**src/hw/rtl/png_row_unfilter_core_macros.svh**
```systemverilog
// Assertion helpers shared by the unfilter RTL.
// All checks are sampled on the rising clock edge and are off while reset is held.
`ifndef PNG_ROW_UNFILTER_CORE_MACROS_SVH
`define PNG_ROW_UNFILTER_CORE_MACROS_SVH

// The consequent must hold in the same cycle as the antecedent.
`define PNG_RU_ASSERT_SAME(label, ante, cons, msg) \
    label: assert property (@(posedge i_clk) disable iff (!i_rst_n) (ante) |-> (cons)) \
        else $error(msg);

// The consequent must hold in the cycle after the antecedent.
`define PNG_RU_ASSERT_NEXT(label, ante, cons, msg) \
    label: assert property (@(posedge i_clk) disable iff (!i_rst_n) (ante) |=> (cons)) \
        else $error(msg);

`endif

```
**src/hw/rtl/png_ru_pkg.sv**
```systemverilog
`timescale 1ns / 1ps

package png_ru_pkg;

    // Field and register widths.
    localparam int DATA_W      = 8;
    localparam int ROW_BYTES_W = 14;
    localparam int BPP_W       = 4;
    localparam int ROW_COUNT_W = 15;
    localparam int CFG_IDX_W   = 2;
    localparam int CFG_DATA_W  = 15;

    // Scanline filter types as coded in the stream.
    typedef enum logic [2:0] {
        FILT_NONE  = 3'd0,
        FILT_SUB   = 3'd1,
        FILT_UP    = 3'd2,
        FILT_AVG   = 3'd3,
        FILT_PAETH = 3'd4
    } t_filter;

    // Configuration register indexes.
    typedef enum logic [CFG_IDX_W-1:0] {
        CFG_ROW_BYTES = 2'd0,
        CFG_BPP       = 2'd1,
        CFG_ROW_COUNT = 2'd2
    } t_cfg_reg;

    // Neighbor bytes and filter handed to the predictor.
    typedef struct packed {
        t_filter           filter;
        logic [DATA_W-1:0] left;
        logic [DATA_W-1:0] up;
        logic [DATA_W-1:0] up_left;
    } t_taps;

endpackage

```
**src/hw/rtl/png_ru_predict.sv**
```systemverilog
`timescale 1ns / 1ps

module png_ru_predict
    import png_ru_pkg::*;
(
    input  t_taps             i_taps,
    input  logic [DATA_W-1:0] i_data,
    output logic [DATA_W-1:0] o_pixel
);

    logic signed [DATA_W+1:0] a_s;
    logic signed [DATA_W+1:0] b_s;
    logic signed [DATA_W+1:0] c_s;
    logic signed [DATA_W+1:0] diff_a;
    logic signed [DATA_W+1:0] diff_b;
    logic signed [DATA_W+1:0] diff_c;
    logic        [DATA_W+1:0] dist_a;
    logic        [DATA_W+1:0] dist_b;
    logic        [DATA_W+1:0] dist_c;
    logic        [DATA_W-1:0] paeth;
    logic        [DATA_W:0]   avg_sum;
    logic        [DATA_W-1:0] pred;

    // Paeth distances: |p-a| = |b-c|, |p-b| = |a-c|, |p-c| = |a+b-2c|.
    always_comb begin
        a_s    = signed'({2'b00, i_taps.left});
        b_s    = signed'({2'b00, i_taps.up});
        c_s    = signed'({2'b00, i_taps.up_left});
        diff_a = b_s - c_s;
        diff_b = a_s - c_s;
        diff_c = a_s + b_s - c_s - c_s;
        dist_a = (diff_a < 0) ? unsigned'(-diff_a) : unsigned'(diff_a);
        dist_b = (diff_b < 0) ? unsigned'(-diff_b) : unsigned'(diff_b);
        dist_c = (diff_c < 0) ? unsigned'(-diff_c) : unsigned'(diff_c);
        if (dist_a <= dist_b && dist_a <= dist_c) begin
            paeth = i_taps.left;
        end else if (dist_b <= dist_c) begin
            paeth = i_taps.up;
        end else begin
            paeth = i_taps.up_left;
        end
    end

    // Select the prediction and add it to the filtered byte modulo 256.
    always_comb begin
        avg_sum = {1'b0, i_taps.left} + {1'b0, i_taps.up};
        case (i_taps.filter)
            FILT_SUB:   pred = i_taps.left;
            FILT_UP:    pred = i_taps.up;
            FILT_AVG:   pred = avg_sum[DATA_W:1];
            FILT_PAETH: pred = paeth;
            default:    pred = '0;
        endcase
        o_pixel = i_data + pred;
    end

endmodule

```
**config.mk**
```make
export PLATFORM = sky130hd
export DESIGN_NAME = png_ru_predict
export DESIGN_NICKNAME = d
export VERILOG_FILES = /design/src/hw/rtl/png_row_unfilter_core_macros.svh /design/src/hw/rtl/png_ru_pkg.sv /design/src/hw/rtl/png_ru_predict.sv
export SDC_FILE = /design/constraint.sdc
export NUM_CORES = 1
export LEC_CHECK = 0
export BUFFER_PORTS_ARGS = -buffer_cell sky130_fd_sc_hd__buf_2
export CAP_MARGIN = 5
export CORE_UTILIZATION = 57
export DETAILED_ROUTE_END_ITERATION = 8
export PLACE_DENSITY_LB_ADDON = 0.3
export RECOVER_POWER = 25
export SYNTH_ARGS = -nofsm -noshare
export SYNTH_HDL_FRONTEND = slang
export SYNTH_SLANG_ARGS = --single-unit
```
**constraint.sdc**
```tcl
create_clock -name vclk -period 6.8
set_input_delay 0.34 -clock vclk [all_inputs]
set_output_delay 0.34 -clock vclk [all_outputs]
set_load 0.02 [all_outputs]
```
==> summary.json, run 1 <==
{
  "layout": {
    "nClkBuffers": 0,
    "fill_cells": 383,
    "seq_cells": 0,
    "layout-drive-gt1-share": 0.3441,
    "layout.nets": 768,
    "final_area_sq_um": 5104,
    "instances_no_fill": 723,
    "area.sequential_sq_um": 0,
    "syn_to_final_growth_pct": 41.48,
    "antenna_cells_inserted": 0
  },
  "synth": {
    "synth_top_family_by_area": "adder cells",
    "yosys.area_share.adder": 0.3129,
    "syn_inst": 491,
    "netlist.area_leader.share": 0.2463,
    "yosys_synthesis_warning_count": 0,
    "post_synth.cell_area_avg_sq_um": 7.347,
    "synth_compound_area_frac": 0.2820,
    "post_synth_instance_area_sq_um": 3607,
    "yosys.cell_count.top_type": "sky130_fd_sc_hd__ha_1",
    "synth.yosys.seq_area_share": 0,
    "top_post_synthesis_cells_by_count": "sky130_fd_sc_hd__ha_1 (71), sky130_fd_sc_hd__inv_1 (67), sky130_fd_sc_hd__a21oi_1 (40), sky130_fd_sc_hd__nor2_1 (32), sky130_fd_sc_hd__xnor2_1 (29)",
    "fraction_of_the_mapped_netlist_area_in_simple_logic_gates": 0.1793,
    "synth_top_cell_by_area": "sky130_fd_sc_hd__ha_1",
    "post_synth_main_area_contributors": "sky130_fd_sc_hd__ha_1 (25%), sky130_fd_sc_hd__xnor2_1 (7.0%), sky130_fd_sc_hd__inv_1 (7.0%)",
    "synth.distinct_cells": 61,
    "synth.area.mux_share": 0.02879,
    "yosys.area_share.xor_xnor": 0.1141
  },
  "run_status": {
    "outcome": "complete, but fails checks",
    "violated_checks": "negative setup slack"
  },
  "timing": {
    "relSlewSlack": 0.4925,
    "tns_ns": -0.9086,
    "final-max-slew-violation-count": 0,
    "setup_viol_count_final": 3,
    "timing.final.hold_violations": 0,
    "rsz0062_at_grt": "true",
    "tightest_slew_ns": 0.7597,
    "timing.final.ws_setup_ns": -0.4876,
    "timing.final.crit_share": 1.072,
    "finalCriticalPeriod_ns": 7.288,
    "fmaxAchievable_mhz": 137.2
  },
  "setup_path": {
    "worst_path_largest_cell_delay_ns": 0.37,
    "timing.critical_path.fanout_max": 6,
    "worst_path_arrival_time_ns": 6.95,
    "critPathCaptureType": "output pin",
    "worstSetupPathType": "primary input to output pin",
    "crit_path_top_delay_cell": "sky130_fd_sc_hd__fa_2",
    "startpoint_type": "primary input",
    "worst_setup_path_startpoint": "i_taps[8]",
    "required_ns": 6.46
  },
  "pwr": {
    "cellLeakagePower_nw": 2.717,
    "power_frac_clock": 0,
    "switchingPower_uw": 588.7,
    "internal_power_uw": 571.4,
    "pwr-share-seq": 0,
    "max-vdd-ir-drop_uv": 178.1,
    "comb_power_share": 1.000,
    "power-per-cell-area_nw_per_um2": 227.3,
    "p_total_mw": 1.160,
    "switching_share": 0.5075
  },
  "hold_path": {
    "hold_path.startpoint": "i_data[0]",
    "timing.hold.worst_endpoint": "o_pixel[0]",
    "hp-class": "primary input to output pin",
    "timing.hold.worst_path_depth": 3
  },
  "route": {
    "wl_microns": 12970,
    "antenna_left": 0,
    "route.detailed.drc": 0,
    "firstDrtPassIters": 5,
    "drtIter0Drc": 350,
    "detail_route.wl_per_cell_microns": 17.94,
    "avgViaCountPerCell": 6.116,
    "route.vias.total": 4422
  },
  "floorplanning": {
    "chipHeight_microns": 81.55,
    "fp.coreArea_sq_um": 6026,
    "die_area_sq_um": 6650,
    "top_level_ports": 43,
    "die_w_microns": 81.55,
    "rows": 28,
    "start_util": 0.5986
  },
  "grt": {
    "grt_pass1_vias": 3975,
    "grt_remaining_overflow": 0,
    "antenna_found_initial": 0,
    "grt.total_usage": 0.3443,
    "grt_start_max_net_pins": 21,
    "grt_pass1_wl_microns": 17700
  },
  "placement": {
    "place_worst_setup_slack_ns": -0.6312,
    "place.gp.congestion": 0.9265,
    "placed_instances": 706,
    "dpl-instance-area_sq_um": 4732,
    "dp_hpwl_microns": 9860,
    "place.port_buffers": 43
  },
  "clocking": {
    "cts_hold_buf": 0
  },
  "run": {
    "max_cap_violations": 0
  }
}
how the worst max path moves through the flow:
stage | slack, ns | to | cells after the start
after CTS | -0.33 | o_pixel[7] | 35
after floorplan | -0.02 | o_pixel[7] | 34
final | -0.49 | o_pixel[7] | 37
after detailed placement | -0.63 | o_pixel[7] | 34
after global routing | -0.83 | o_pixel[7] | 37
after global placement | -0.37 | o_pixel[7] | 34
routing by layer:
| metal | global-route usage | share of wire | up-vias |
|---|---|---|---|
| met1 | 0.4225 | 0.39 | 2037 |
| met3 | 0.02444 | 0.078 | 54 |
| li1 | - | - | 2082 |
| met2 | 0.6375 | 0.49 | 249 |
| met5 | 0 | 0 | - |
| met4 | 0.09286 | 0.037 | 0 |
final cells by class:
class	instances	area, sq um	share of cell area
Multi-Input combinational cell	416	3590	0.7034
Timing Repair Buffer	165	1169	0.2290
Inverter	67	251.5	0.04928
Tap cell	75	93.84	0.01839
cell usage in the layout, fill, tap and decap left out, types with 22 or more instances in the layout:
master,instances
sky130_fd_sc_hd__nand2_1,25
sky130_fd_sc_hd__buf_4,120
sky130_fd_sc_hd__a21o_1,22
sky130_fd_sc_hd__xnor2_1,24
sky130_fd_sc_hd__inv_1,64
sky130_fd_sc_hd__a21oi_1,30
sky130_fd_sc_hd__buf_2,37
sky130_fd_sc_hd__nor2_1,29
sky130_fd_sc_hd__ha_1,68
critical path: cells and delay by family:
kind                       cells  cell delay [ns]
and+or+nand+nor                7             0.94
buffers and inverters          7             0.88
adders and majority gates      4             1.12
AOI/OAI and AO/OA             17             3.31
xor gates and xnor gates       2             0.34
power groups by stage:
stage	clock (mW)	combinational [mW]	sequential (mW)
2_1_floorplan	0	0.599	0
3_3_place_gp	0	0.915	0
3_5_place_dp	0	0.956	0
4_1_cts	0	1.03	0
5_1_grt	0	1.25	0
6_report	0	1.16	0
what timing repair did:
action / CTS / global route
pin swaps: 14 / 22
resized for setup: 19 / 39
setup endpoints to repair: 3 / 4
gates cloned: 0 / 0
setup buffers: 8 / 9
cell families (layout without fill, tap and decap cells):
family | Yosys count | after routing
other | 2 | 4
multiplexers | 10 | 10
buffers and inverters | 77 | 232
adder cells (fa/ha/maj) | 83 | 83
AO/OA/AOI/OAI | 147 | 147
AND/OR/NAND/NOR | 125 | 125
XOR/XNOR | 47 | 47
stage by stage:
step,hold WS [ns],util
after floorplan,0.8904,-
after global placement,1.020,0.7853
after detailed placement,1.029,0.7853
after CTS,1.057,0.8090
after global routing,1.162,0.8470
final,1.147,0.8470
(Power assumes the default switching activity.)
==> inputs of run 2 (changes only) <==
--- a/config.mk
+++ b/config.mk
@@ -5,9 +5,9 @@
 export SDC_FILE = /design/constraint.sdc
 export NUM_CORES = 1
 export LEC_CHECK = 0
+export ABC_AREA = 1
 export BUFFER_PORTS_ARGS = -buffer_cell sky130_fd_sc_hd__buf_2
-export CAP_MARGIN = 5
-export CORE_UTILIZATION = 57
+export CORE_UTILIZATION = 25
 export DETAILED_ROUTE_END_ITERATION = 8
 export PLACE_DENSITY_LB_ADDON = 0.3
 export RECOVER_POWER = 25
==> run 2 against run 1 <==
  * The run now ends clean
  * Final cell count rose by 15%
  * Worst hold slack got worse by 0.13 ns
  * Combinational power fell by 31%
  * Largest cell class unchanged
  * Cell area fell by 17%
  * Utilization fell by 55 points
  * Critical path depth rose by 2
  * Die area rose by 130%
  * Fmax rose by 15%
  * Count of clock-buffer cells in the layout did not move
  * First-iteration DRC count fell by 49%
==> summary.json, run 2 <==
{
  "setup_path": {
    "startpoint_type": "primary input",
    "critPathCaptureType": "output pin",
    "crit_path_top_delay_cell": "sky130_fd_sc_hd__fa_1",
    "worst_path_arrival_time": {"value": 5.98, "unit": "ns", "change": "-0.97 ns"},
    "worstSetupPathType": "primary input to output pin",
    "worst_path_largest_cell_delay": {"value": 0.57, "unit": "ns", "change": "+0.20 ns"},
    "critical-path-top-cell-by-count": "sky130_fd_sc_hd__inv_1",
    "timing.critical_path.fanout_max": {"value": 7, "change": "+1"},
    "required": {"value": 6.46, "unit": "ns", "change": "about the same"}
  },
  "grt": {
    "grt_remaining_overflow": {"value": 0, "change": "unchanged"},
    "grt.total_usage": {"value": 0.1455, "change": "-0.1988"},
    "antenna_found_initial": {"value": 0, "change": "unchanged"},
    "grt_pass1_vias": {"value": 3669, "change": "-7.7%"},
    "grt_pass1_wl": {"value": 17750, "unit": "microns", "change": "+0.27%"},
    "grt_start_max_net_pins": {"value": 15, "change": "-29%"}
  },
  "placement": {
    "place.gp.congestion": {"value": 0.8264, "change": "-11%"},
    "place.port_buffers": {"value": 43, "change": "unchanged"},
    "dp_hpwl": {"value": 9412, "unit": "microns", "change": "-4.5%"},
    "placed_instances": {"value": 822, "change": "+16%"},
    "dpl-instance-area": {"value": 4168, "unit": "sq um", "change": "-12%"}
  },
  "route": {
    "firstDrtPassIters": {"value": 4, "change": "-1"},
    "route.vias.total": {"value": 3742, "change": "-15%"},
    "drtIter0Drc": {"value": 179, "change": "-49%"},
    "avgViaCountPerCell": {"value": 4.519, "change": "-26%"},
    "antenna_left": {"value": 0, "change": "unchanged"},
    "wl": {"value": 10560, "unit": "microns", "change": "-19%"},
    "detail_route.wl_per_cell": {"value": 12.76, "unit": "microns", "change": "-29%"},
    "route.detailed.drc": {"value": 0, "change": "unchanged"}
  },
  "floorplanning": {
    "rows": {"value": 44, "change": "+57%"},
    "fp.coreArea": {"value": 14530, "unit": "sq um", "change": "+140%"},
    "die_w": {"value": 124.0, "unit": "microns", "change": "+52%"},
    "start_util": {"value": 0.2559, "change": "-0.3428"},
    "die_area": {"value": 15370, "unit": "sq um", "change": "+130%"},
    "chipHeight": {"value": 124.0, "unit": "microns", "change": "+52%"},
    "top_level_ports": {"value": 43, "change": "unchanged"}
  },
  "pwr": {
    "max-vdd-ir-drop": {"value": 62.91, "unit": "uV", "change": "-65%"},
    "cellLeakagePower": {"value": 2.455, "unit": "nW", "change": "-9.6%"},
    "p_total": {"value": 806.4, "unit": "uW", "change": "-30%"},
    "power-per-cell-area": {"value": 189.5, "unit": "nW/um^2", "change": "-17%"}
  },
  "synth": {
    "synth_top_cell_by_area": "sky130_fd_sc_hd__ha_1",
    "post_synth.cell_area_avg": {"value": 6.271, "unit": "sq um", "change": "-15%"},
    "top_post_synthesis_cells_by_count": "sky130_fd_sc_hd__inv_1 (130), sky130_fd_sc_hd__nand2_1 (109), sky130_fd_sc_hd__ha_1 (71), sky130_fd_sc_hd__nor2_1 (39), sky130_fd_sc_hd__nand3_1 (38)",
    "syn_inst": {"value": 593, "change": "+21%"},
    "post_synth_instance_area": {"value": 3719, "unit": "sq um", "change": "+3.1%"},
    "post_synth_main_area_contributors": "sky130_fd_sc_hd__ha_1 (24%), sky130_fd_sc_hd__inv_1 (13%), sky130_fd_sc_hd__nand2_1 (11%)",
    "synth.distinct_cells": {"value": 44, "change": "-28%"},
    "yosys_synthesis_warning_count": {"value": 0, "change": "unchanged"},
    "yosys.cell_count.top_type": "sky130_fd_sc_hd__inv_1",
    "netlist.area_leader.share": {"value": 0.2389, "change": "-0.007375"},
    "synth.yosys.seq_area_share": {"value": 0, "change": "unchanged"}
  },
  "layout": {
    "layout.cells.most_common": "sky130_fd_sc_hd__inv_1",
    "seq_cells": {"value": 0, "change": "unchanged"},
    "final_area": {"value": 4257, "unit": "sq um", "change": "-17%"},
    "instances_no_fill": {"value": 828, "change": "+15%"},
    "layout_common_cells": "sky130_fd_sc_hd__inv_1 (130), sky130_fd_sc_hd__nand2_1 (108), sky130_fd_sc_hd__ha_1 (70)",
    "antenna_cells_inserted": {"value": 0, "change": "unchanged"},
    "layout-drive-gt1-share": {"value": 0.1708, "change": "-0.1733"},
    "syn_to_final_growth_pct": 14.47,
    "nClkBuffers": {"value": 0, "change": "unchanged"},
    "area.sequential": {"value": 0, "unit": "sq um", "change": "unchanged"},
    "layout.nets": {"value": 764, "change": "-0.52%"}
  },
  "timing": {
    "tightest_slew": {"value": 0.9579, "unit": "ns", "change": "+0.1982 ns"},
    "timing.final.crit_share": {"value": 0.9294, "change": "-0.1423"},
    "fmaxAchievable": {"value": 158.2, "unit": "MHz", "change": "+15%"},
    "whs": {"value": 1.020, "unit": "ns", "change": "-0.1265 ns"},
    "relSlewSlack": {"value": 0.3565, "change": "-0.1360"},
    "timing.final.hold_violations": {"value": 0, "change": "unchanged"},
    "finalCriticalPeriod": {"value": 6.320, "unit": "ns", "change": "-0.9674 ns"},
    "final-max-slew-violation-count": {"value": 0, "change": "unchanged"},
    "setup_viol_count_final": {"value": 0, "change": "-3"}
  },
  "hold_path": {
    "hp-class": "primary input to output pin"
  },
  "run": {
    "max_cap_violations": {"value": 0, "change": "unchanged"}
  },
  "clocking": {
    "cts_hold_buf": {"value": 0, "change": "unchanged"}
  },
  "run_status": {
    "outcome": "finished, final reports clean"
  }
}
run 2: cell count changes after synthesis, sizes merged, moves of 7 or more:
cell,delta
nand2,+102
mux2i,-7
inv,+69
nand3,+34
a21o,-18
a221o,-7
nor2,+11
nor2b,-8
nand4,+8
xor2,+8
xnor2,-25
run 2: power breakdown:
group,switching (mW),internal [mW],leakage (nW)
registers,0,0,0
clock network,0,0,0
logic,0.504,0.302,2.45
run 2: critical path, delay by kind of cell:
family	cells	cell delay, ns
buffers and inverters	10	0.90
AOI/OAI and AO/OA	9	1.28
adders and majority gates	6	2.04
and+or+nand+nor	12	1.11
xor gates and xnor gates	2	0.31
run 2: metal layers:
metal | global-route usage | up-vias | part of all wire
met1 | 0.1959 | 1655 | 0.49
met3 | 0.002747 | 2 | 0.021
met5 | 0 | - | 0
li1 | - | 2025 | -
met2 | 0.2712 | 60 | 0.48
met4 | 0.003720 | 0 | 0.0029
run 2: path summary, 6_finish.rpt:
kind,startpoint,endpoint,slack (ns),cells after the start
max,i_taps[8],o_pixel[7],0.48,39
min,i_data[0],o_pixel[0],1.02,3
run 2: repair_timing:
item	CTS	global route
buffers inserted	0	6
setup endpoints to repair	0	3
gates resized for setup	0	15
run 2: per-stage QoR:
step	worst slack, ns	util	setup TNS (ns)
floorplan	0.9635	-	0
global placement	0.1918	0.2868	0
detailed placement	0.1737	0.2868	0
CTS	0.1635	0.2868	0
global route	-0.03494	0.2929	-0.03494
finish	0.4798	0.2929	0
run 2: layout make-up:
type / count / area [sq um]
Fill cell: 1667 / 10280
Inverter: 137 / 514.2
Multi-Input combinational cell: 456 / 3237
Tap cell: 184 / 230.2
Timing Repair Buffer: 51 / 275.3
run 2: kinds of logic (layout without fill, tap and decap cells):
kind of cell	after synthesis	in the layout	share of synthesized area
other cells	2	4	0.002020
simple gates	243	243	0.3126
buf+inv	139	188	0.1433
fa+ha+maj	83	83	0.3035
xor+xnor	30	30	0.07470
compound gates	96	96	0.1639
==> inputs of run 3 (changes only) <==
--- a/config.mk
+++ b/config.mk
@@ -11,6 +11,7 @@
 export DETAILED_ROUTE_END_ITERATION = 8
 export PLACE_DENSITY_LB_ADDON = 0.3
 export RECOVER_POWER = 25
+export SETUP_SLACK_MARGIN = 0.05
 export SYNTH_ARGS = -nofsm -noshare
 export SYNTH_HDL_FRONTEND = slang
 export SYNTH_SLANG_ARGS = --single-unit
==> constraint.sdc (replaced) <==
create_clock -name vclk -period 6.8
set_input_delay 2.04 -clock vclk [all_inputs]
set_output_delay 2.04 -clock vclk [all_outputs]
set_load 0.02 [all_outputs]
==> run 3 against run 2 <==
  * The run now ends with negative setup slack left
  * Fmax fell by 33%
  * First-iteration DRC count fell by 14%
  * Final cell count rose by 22%
  * Flip-flop and latch count did not move
  * Utilization rose by 12 points
  * Setup slack got worse by 3.1 ns
  * Die area did not move
  * Total power rose by 50%
  * Count of clock-buffer cells in the layout did not move
  * Highest routed layer unchanged
==> summary.json, run 3 (same netlist as run 2, synthesis figures left out) <==
{
  "run_status": {
    "outcome": "complete, but fails checks",
    "violated_checks": "negative setup slack"
  },
  "route": {
    "avgViaCountPerCell": {"value": 4.363, "change": "-3.5%"},
    "wl": {"value": 12470, "unit": "microns", "change": "+18%"},
    "antenna_left": {"value": 0, "change": "unchanged"},
    "detail_route.wl_per_cell": {"value": 12.36, "unit": "microns", "change": "-3.1%"},
    "firstDrtPassIters": {"value": 4, "change": "unchanged"},
    "drtIter0Drc": {"value": 154, "change": "-14%"},
    "route.vias.total": {"value": 4402, "change": "+18%"},
    "route.detailed.drc": {"value": 0, "change": "unchanged"}
  },
  "grt": {
    "grt_pass1_wl": {"value": 19770, "unit": "microns", "change": "+11%"},
    "grt_pass1_vias": {"value": 4191, "change": "+14%"},
    "grt.total_usage": {"value": 0.1621, "change": "+0.01657"},
    "grt_start_max_net_pins": {"value": 8, "change": "-7"},
    "grt_remaining_overflow": {"value": 0, "change": "unchanged"},
    "antenna_found_initial": {"value": 0, "change": "unchanged"}
  },
  "setup_path": {
    "critical_path_buf_inv_count": {"value": 8, "change": "-2"},
    "critical-path-top-cell-by-count": "sky130_fd_sc_hd__nand2_1",
    "worstSetupPathType": "primary input to output pin",
    "crit_path_top_delay_cell": "sky130_fd_sc_hd__fa_1",
    "startpoint_type": "primary input",
    "worst_path_arrival_time": {"value": 7.33, "unit": "ns", "change": "+1.35 ns"},
    "worst_path_largest_cell_delay": {"value": 0.53, "unit": "ns", "change": "-0.04 ns"},
    "worstSetupEndpoint": "o_pixel[7]",
    "number_of_logic_stages_on_the_critical_path_including_buffering": {"value": 36, "change": "-7.7%"},
    "timing.critical_path.max_delay_family": "adder cells",
    "required": {"value": 4.76, "unit": "ns", "change": "-1.70 ns"},
    "critPathCaptureType": "output pin",
    "timing.critical_path.fanout_max": {"value": 5, "change": "-2"},
    "worst_setup_path_startpoint": "i_taps[8]"
  },
  "layout": {
    "antenna_cells_inserted": {"value": 0, "change": "unchanged"},
    "layout.nets": {"value": 945, "change": "+24%"},
    "layout.cells.most_common": "sky130_fd_sc_hd__buf_4",
    "area.sequential": {"value": 0, "unit": "sq um", "change": "unchanged"},
    "nClkBuffers": {"value": 0, "change": "unchanged"},
    "layout-drive-gt1-share": {"value": 0.4230, "change": "+0.2522"},
    "seq_cells": {"value": 0, "change": "unchanged"},
    "fill_cells": {"value": 1556, "change": "-6.7%"},
    "syn_to_final_growth_pct": 61.20,
    "utilization": {"value": 0.4124, "change": "+0.1196"},
    "final_area": {"value": 5995, "unit": "sq um", "change": "+41%"},
    "layout_common_cells": "sky130_fd_sc_hd__buf_4 (188), sky130_fd_sc_hd__inv_1 (121), sky130_fd_sc_hd__nand2_1 (100)"
  },
  "placement": {
    "place_worst_setup_slack": {"value": -2.753, "unit": "ns", "change": "-2.927 ns"},
    "dp_hpwl": {"value": 10630, "unit": "microns", "change": "+13%"},
    "place.gp.congestion": {"value": 0.8337, "change": "+0.88%"},
    "place.port_buffers": {"value": 43, "change": "unchanged"},
    "dpl-instance-area": {"value": 5429, "unit": "sq um", "change": "+30%"}
  },
  "timing": {
    "timing.final.crit_share": {"value": 1.378, "change": "+0.4486"},
    "finalCriticalPeriod": {"value": 9.371, "unit": "ns", "change": "+3.051 ns"},
    "final-max-slew-violation-count": {"value": 0, "change": "unchanged"},
    "setup_viol_count_final": {"value": 8, "change": "+8"},
    "timing.final.hold_violations": {"value": 0, "change": "unchanged"},
    "timing.final.ws_setup": {"value": -2.571, "unit": "ns", "change": "-3.051 ns"},
    "fmaxAchievable": {"value": 106.7, "unit": "MHz", "change": "-33%"},
    "rsz0062_at_grt": "true"
  },
  "run": {
    "max_cap_violations": {"value": 0, "change": "unchanged"}
  },
  "floorplanning": {
    "chipHeight": {"value": 124.0, "unit": "microns", "change": "unchanged"},
    "start_util": {"value": 0.2559, "change": "unchanged"},
    "die_area": {"value": 15370, "unit": "sq um", "change": "unchanged"},
    "rows": {"value": 44, "change": "unchanged"},
    "top_level_ports": {"value": 43, "change": "unchanged"},
    "die_w": {"value": 124.0, "unit": "microns", "change": "unchanged"},
    "fp.coreArea": {"value": 14530, "unit": "sq um", "change": "unchanged"}
  },
  "pwr": {
    "p_total": {"value": 1.212, "unit": "mW", "change": "+50%"},
    "max-vdd-ir-drop": {"value": 79.15, "unit": "uV", "change": "+26%"},
    "cellLeakagePower": {"value": 3.374, "unit": "nW", "change": "+37%"},
    "power-per-cell-area": {"value": 202.2, "unit": "nW/um^2", "change": "+6.7%"}
  },
  "hold_path": {
    "hp-class": "primary input to output pin"
  }
}
## run 3: layout make-up
class	count	area [sq um]	share of cell area
tap	184	230.2	0.03841
multi-input combinational	456	3541	0.5907
inverter	137	514.2	0.08579
timing repair buffer	232	1709	0.2851
## run 3: worst min-delay path, cell delays in order
cell and delay [ns]:
sky130_fd_sc_hd__buf_2 0.10, sky130_fd_sc_hd__ha_4 0.12, sky130_fd_sc_hd__buf_6 0.10
## run 3: repair_timing
item                                    4_1_cts  5_1_grt
hold buffers                                  0        0
endpoints found under the setup margin        8        8
pin swaps                                    33       26
setup buffers                                17        9
resized for setup                            40       43
## run 3: per-stage QoR
stage	TNS (ns)	hold slack [ns]	std cells
2_1_floorplan	-14.53	4.218	595
3_3_place_gp	-17.20	4.451	984
3_5_place_dp	-18.24	4.448	984
4_1_cts	-17.30	4.402	1000
5_1_grt	-20.60	4.426	1009
6_report	-18.13	4.411	1009
## run 3: power by group
group / internal (mW) / switching, mW / leakage, nW / total [mW]
combinational: 0.583 / 0.629 / 3.37 / 1.21
sequential: 0 / 0 / 0 / 0
clock: 0 / 0 / 0 / 0
total: 0.583 / 0.629 / 3.37 / 1.21
## run 3: worst min path at each step
stage / from / endpoint / slack (ns) / cells after the start
2_1_floorplan: i_data[0] / o_pixel[0] / 4.22 / 1
3_3_place_gp: i_data[0] / o_pixel[0] / 4.45 / 3
3_5_place_dp: i_data[0] / o_pixel[0] / 4.45 / 3
4_1_cts: i_data[0] / o_pixel[0] / 4.40 / 3
5_1_grt: i_data[0] / o_pixel[0] / 4.43 / 3
6_report: i_data[0] / o_pixel[0] / 4.41 / 3
## run 3: metal layers
| layer | vias up | wire length [microns] | GRT usage |
|---|---|---|---|
| met1 | 1946 | 5726 | 0.2106 |
| met5 | - | 0 | 0 |
| met2 | 63 | 6264 | 0.3017 |
| li1 | 2385 | - | - |
| met4 | 0 | 233 | 0.02604 |
| met3 | 8 | 247 | 0.002747 |
